**config.mk**
```make
export PLATFORM = sky130hd
export DESIGN_NAME = biq_coef_regs
export DESIGN_NICKNAME = d
export VERILOG_FILES = /design/src/design/stereo_biquad_filter_defines.svh /design/src/design/biq_pkg.sv /design/src/design/biq_coef_regs.sv
export SDC_FILE = /design/constraint.sdc
export NUM_CORES = 1
export LEC_CHECK = 0
export ABC_CLOCK_PERIOD_IN_PS = 900
export BUFFER_PORTS_ARGS = -buffer_cell sky130_fd_sc_hd__buf_4
export CAP_MARGIN = 0
export CORE_ASPECT_RATIO = 0.9
export CORE_MARGIN = 2
export CORE_UTILIZATION = 30
export CTS_BUF_LIST = sky130_fd_sc_hd__clkbuf_8
export DETAILED_ROUTE_END_ITERATION = 7
export GPL_ROUTABILITY_DRIVEN = 0
export SLEW_MARGIN = 10
export SYNTH_ARGS = -nofsm -noshare
export SYNTH_HDL_FRONTEND = slang
export SYNTH_SLANG_ARGS = --single-unit
```
**constraint.sdc**
```tcl
create_clock -name clk_i -period 0.9 [get_ports clk_i]
set_input_delay 0.225 -clock clk_i [delete_from_list [all_inputs] [get_ports clk_i]]
set_output_delay 0.225 -clock clk_i [all_outputs]
set_load 0.05 [all_outputs]
```
**src/design/stereo_biquad_filter_defines.svh**
```systemverilog
// Assertion macros for the filter's top RTL file.
`ifndef STEREO_BIQUAD_FILTER_DEFINES_SVH
`define STEREO_BIQUAD_FILTER_DEFINES_SVH

// Same-cycle implication, checked outside reset.
`define BIQ_ASSERT_NOW(label, clk, rst_n, ante, cons, msg) \
  label: assert property (@(posedge clk) disable iff (!rst_n) (ante) |-> (cons)) \
    else $error(msg);

// Next-cycle implication, checked outside reset.
`define BIQ_ASSERT_NEXT(label, clk, rst_n, ante, cons, msg) \
  label: assert property (@(posedge clk) disable iff (!rst_n) (ante) |=> (cons)) \
    else $error(msg);

`endif

```
**src/design/biq_pkg.sv**
```systemverilog
`default_nettype none

package biq_pkg;

  // Default widths of samples and coefficient fraction.
  localparam int SAMPLE_BITS_DEFAULT    = 24;
  localparam int COEF_FRAC_BITS_DEFAULT = 23;

  // Coefficients are Q3.F: three integer bits above the fraction.
  localparam int COEF_INT_BITS = 3;
  localparam int NUM_COEFS     = 5;
  localparam int CFG_ADDR_W    = 3;

  // Register indexes of the configuration port.
  typedef enum logic [CFG_ADDR_W-1:0] {
    REG_B0 = 3'd0,
    REG_B1 = 3'd1,
    REG_B2 = 3'd2,
    REG_A1 = 3'd3,
    REG_A2 = 3'd4
  } reg_idx_e;

  // Pipeline control handed from the control unit to every lane.
  typedef struct packed {
    logic load_a;  // Take a new word into the product stage.
    logic fire_b;  // Finish the word in the product stage into history.
  } lane_ctrl_t;

endpackage

`default_nettype wire

```
**src/design/biq_coef_regs.sv**
```systemverilog
`default_nettype none

module biq_coef_regs
  import biq_pkg::*;
#(
  parameter int COEF_W = 26
) (
  input  wire logic                         clk_i,
  input  wire logic                         rst_ni,
  input  wire logic                         cfg_we_i,
  input  wire logic [CFG_ADDR_W-1:0]        cfg_addr_i,
  input  wire logic [COEF_W-1:0]            cfg_wdata_i,
  output logic signed [COEF_W-1:0]          coef_o [NUM_COEFS]
);

  // Unity gain: one in Q3.F format.
  localparam logic [COEF_W-1:0] OneCoef =
    {{(COEF_INT_BITS-1){1'b0}}, 1'b1, {(COEF_W-COEF_INT_BITS){1'b0}}};

  logic signed [COEF_W-1:0] coef_q [NUM_COEFS];

  // Coefficient registers; writes to unknown indexes are dropped.
  always_ff @(posedge clk_i or negedge rst_ni) begin
    if (!rst_ni) begin
      coef_q[REG_B0] <= OneCoef;
      coef_q[REG_B1] <= '0;
      coef_q[REG_B2] <= '0;
      coef_q[REG_A1] <= '0;
      coef_q[REG_A2] <= '0;
    end else if (cfg_we_i) begin
      case (reg_idx_e'(cfg_addr_i))
        REG_B0:  coef_q[REG_B0] <= cfg_wdata_i;
        REG_B1:  coef_q[REG_B1] <= cfg_wdata_i;
        REG_B2:  coef_q[REG_B2] <= cfg_wdata_i;
        REG_A1:  coef_q[REG_A1] <= cfg_wdata_i;
        REG_A2:  coef_q[REG_A2] <= cfg_wdata_i;
        default: ;
      endcase
    end
  end

  assign coef_o = coef_q;

endmodule

`default_nettype wire

```
==> results by group <==
Floorplan
  – Initial Util: 0.305
  – Die area: 17400 um^2
  – Boundary pin count: 162
  – Die width: 139 um
  – Die height: 125 um
  – Core ar.: 16100 um^2
  – Row cnt: 44

Layout
  – Area growth, synth to finish: 76.2%
  – Filler Cell Count: 1290
  – Layout cells sized above 1: 0.788
  – Finished Core Util: 0.538
  – Largest register FFs: 130
  – Layout Nets: 570
  – FF+latch area: 3270 um^2
  – Ant. Diodes: 0
  – Multi-input logic area: 1920 um^2

Flow run
  – Max-Cap Viols: 0

Drt
  – Vias per cell: 4.51
  – DRT antenna net count: 0
  – Via count: 3422
  – Drt drc: 0
  – Routed WL: 14.7 mm
  – 1st-iter DRT viols: 132
  – Drt first pass iters: 4
  – WL per Instance: 19.3 um

Clock network
  – Max Root-Sink Buffers: 2
  – TritonCTS buffer count: 17
  – Max H-tree Level: 4
  – Num Clock Sinks: 130
  – Reg clk slew, reported paths: 0.07 ns
  – Clock latency on the worst-skew pair: 0.43 ns
  – TritonCTS clock tree: built
  – Root buffer cell: clkbuf_8

Status
  – Status: finished, violations left
  – Violated checks: negative setup slack

Logic synthesis
  – Count leader, synth: dfrtp_1
  – Post-synth top cells: dfrtp_1 (129), mux2_2 (128), buf_6 (7), buf_2 (4)
  – Asr flop ratio synth: 1.00
  – Gate Count Post-Synth: 278
  – Post-synth EDFFs: 0
  – Yosys warnings: 0
  – Sequential cell area fraction in the yosys report: 0.664
  – Top_reg_cell synth: dfrtp_1
  – Seq cells post-synth: 130
  – Synth top area share: 0.658
  – Syn avg cell area: 17.6 um^2
  – Mapped Area: 4900 um^2
  – Dominant cells by area after synthesis: dfrtp_1 (66%), mux2_2 (29%), buf_6 (1.6%)
  – Synth unique cells: 11
  – Yosys top cell by area: dfrtp_1
  – Post-synth net total: 310

Power and ir drop
  – Comb power frac: 0.453
  – P_int: 14800 uW
  – Clock share of power: 0.208
  – LEAKAGE: 0.00411 uW
  – Pwr Density: 2820 nW/um^2
  – VDD IR-drop max: 0.00176 V
  – Seq pwr share: 0.338
  – Sw Ratio: 0.393
  – P_sw: 9590 uW

Worst setup path
  – Worst Path Arrival: 1.14 ns
  – Cells along the critical path: buf_8
  – CP max stage delay: 0.56 ns
  – WP buf/inv: 1
  – WS Path Type: flip-flop to output port
  – CP Data Required Time: 0.67 ns
  – Delay-heaviest family, CP: flip-flops
  – Crit path launch type: flip-flop
  – Slowest CP cell: dfstp_2
  – CP Capture Type: output port
  – Worst Path Max Fanout: 2

GRT
  – Antenna violations before repair: 0
  – GRT busiest layer: met2
  – First-pass GRT wire length: 22.4 mm
  – Pin count of the biggest net entering global routing: 42
  – Met3 Usage GRT: 0.0578
  – Vias in the first global route: 3705
  – Met2 GRT Util: 0.254
  – Met1 Use GR: 0.239
  – Total Routing Usage GR: 0.170
  – Grt total ovfl: 0

Timing
  – Clock Skew: 0 ns
  – Worst Tran Pin Value: 0.289 ns
  – Worst setup margin: -0.461 ns
  – Period utilization: 1.51
  – Normalized max-slew margin: 0.807
  – F_max: 0.735 GHz
  – Hold Fails Final Rpt: 0
  – Final Max Tran Viols: 0
  – Min Clock Period, post-route: 1.36 ns
  – Setup TNS Final: -57.08 ns
  – # setup viols final: 237
  – Unrepaired setup endpoints after global routing: yes

Min path
  – Worst min-delay path category: input pin to flip-flop

Placement
  – IO buf count: 161
  – DP Wirelength: 8.46 mm
-- worst reg2reg max path, cell delays in order (launching register included) --
cell,delay (ns)
dfrtp_1,0.42
buf_6,0.13
buf_6,0.10
mux2_4,0.26
-- layer usage --
metal  wire length (um)  part of all wire  up-vias
met3                780             0.053        8
met1               7150              0.49     1781
met4                110            0.0075        0
met2               6610              0.45      113
li1                   -                 -     1520
met5                  0                 0        -
-- layout make-up --
type                       count  share of cell area
tap                          207              0.0300
timing repair buffer         254               0.322
clock buffer                  17              0.0271
multi-input combinational    135               0.222
sequential                   130               0.379
clock inverter                15              0.0200
-- stage by stage --
step	total power [uW]	setup WS [ns]	instances	hold WS (ns)	cell area (um^2)
after floorplan	14200	-0.459	278	-0.0706	5280
after global placement	17100	-0.571	649	0.116	6860
after detailed placement	17200	-0.586	649	0.115	6860
after CTS	24200	-0.501	740	0.00594	8450
after global routing	25300	-0.521	758	0.00923	8640
final	24400	-0.461	758	0.0488	8640
-- kinds of logic (layout without fill, tap and decap cells) --
logic type / after synthesis / count (layout) / synth area share
flip-flops: 130 / 130 / 0.664
multiplexers: 130 / 130 / 0.299
buffers and inverters: 13 / 286 / 0.0232
AND/OR/NAND/NOR: 5 / 5 / 0.0145
-- worst paths after layout --
path	startpoint	to	slack (ns)	cells after the start
max	coef_o[127]	coef_o[127]	-0.46	1
min	cfg_wdata_i[16]	coef_o[68]	0.05	2
max reg2reg	coef_o[94]	coef_o[94]	-0.13	3
min reg2reg	coef_o[39]	coef_o[39]	0.53	1
max in group asynchronous	rst_ni	coef_o[51]	0.17	3
min in group asynchronous	rst_ni	coef_o[124]	0.20	2
-- cell usage in the layout (no fill, tap or decap), drive strengths merged --
master and count:
nor4bb 2, nand4b 1, bufinv 3, clkbuf 17, mux2 130, inv 2, buf 253, dfrtp 129
dfstp 1, dlygate4sd3 1, nor4b 1, clkinvlp 4, clkinv 6, and4bb 1
-- timing repair --
action / in CTS / in global routing
hold endpoints to repair: 129 / 0
cloned: 7 / 1
buffers inserted: 51 / 33
hold buffers: 1 / 0
pin swaps: 2 / 3
endpoints found under the setup margin: 223 / 235
resized for setup: 158 / 32
-- power groups by stage --
stage / logic (uW) / clock network [uW] / registers (uW)
after floorplan: 1700 / 0 / 12500
after global placement: 9070 / 0 / 8060
after detailed placement: 9140 / 0 / 8080
after CTS: 10800 / 5240 / 8220
after global routing: 11400 / 5520 / 8380
final: 11100 / 5080 / 8250
No activity file was read; power rests on OpenSTA's default activity.
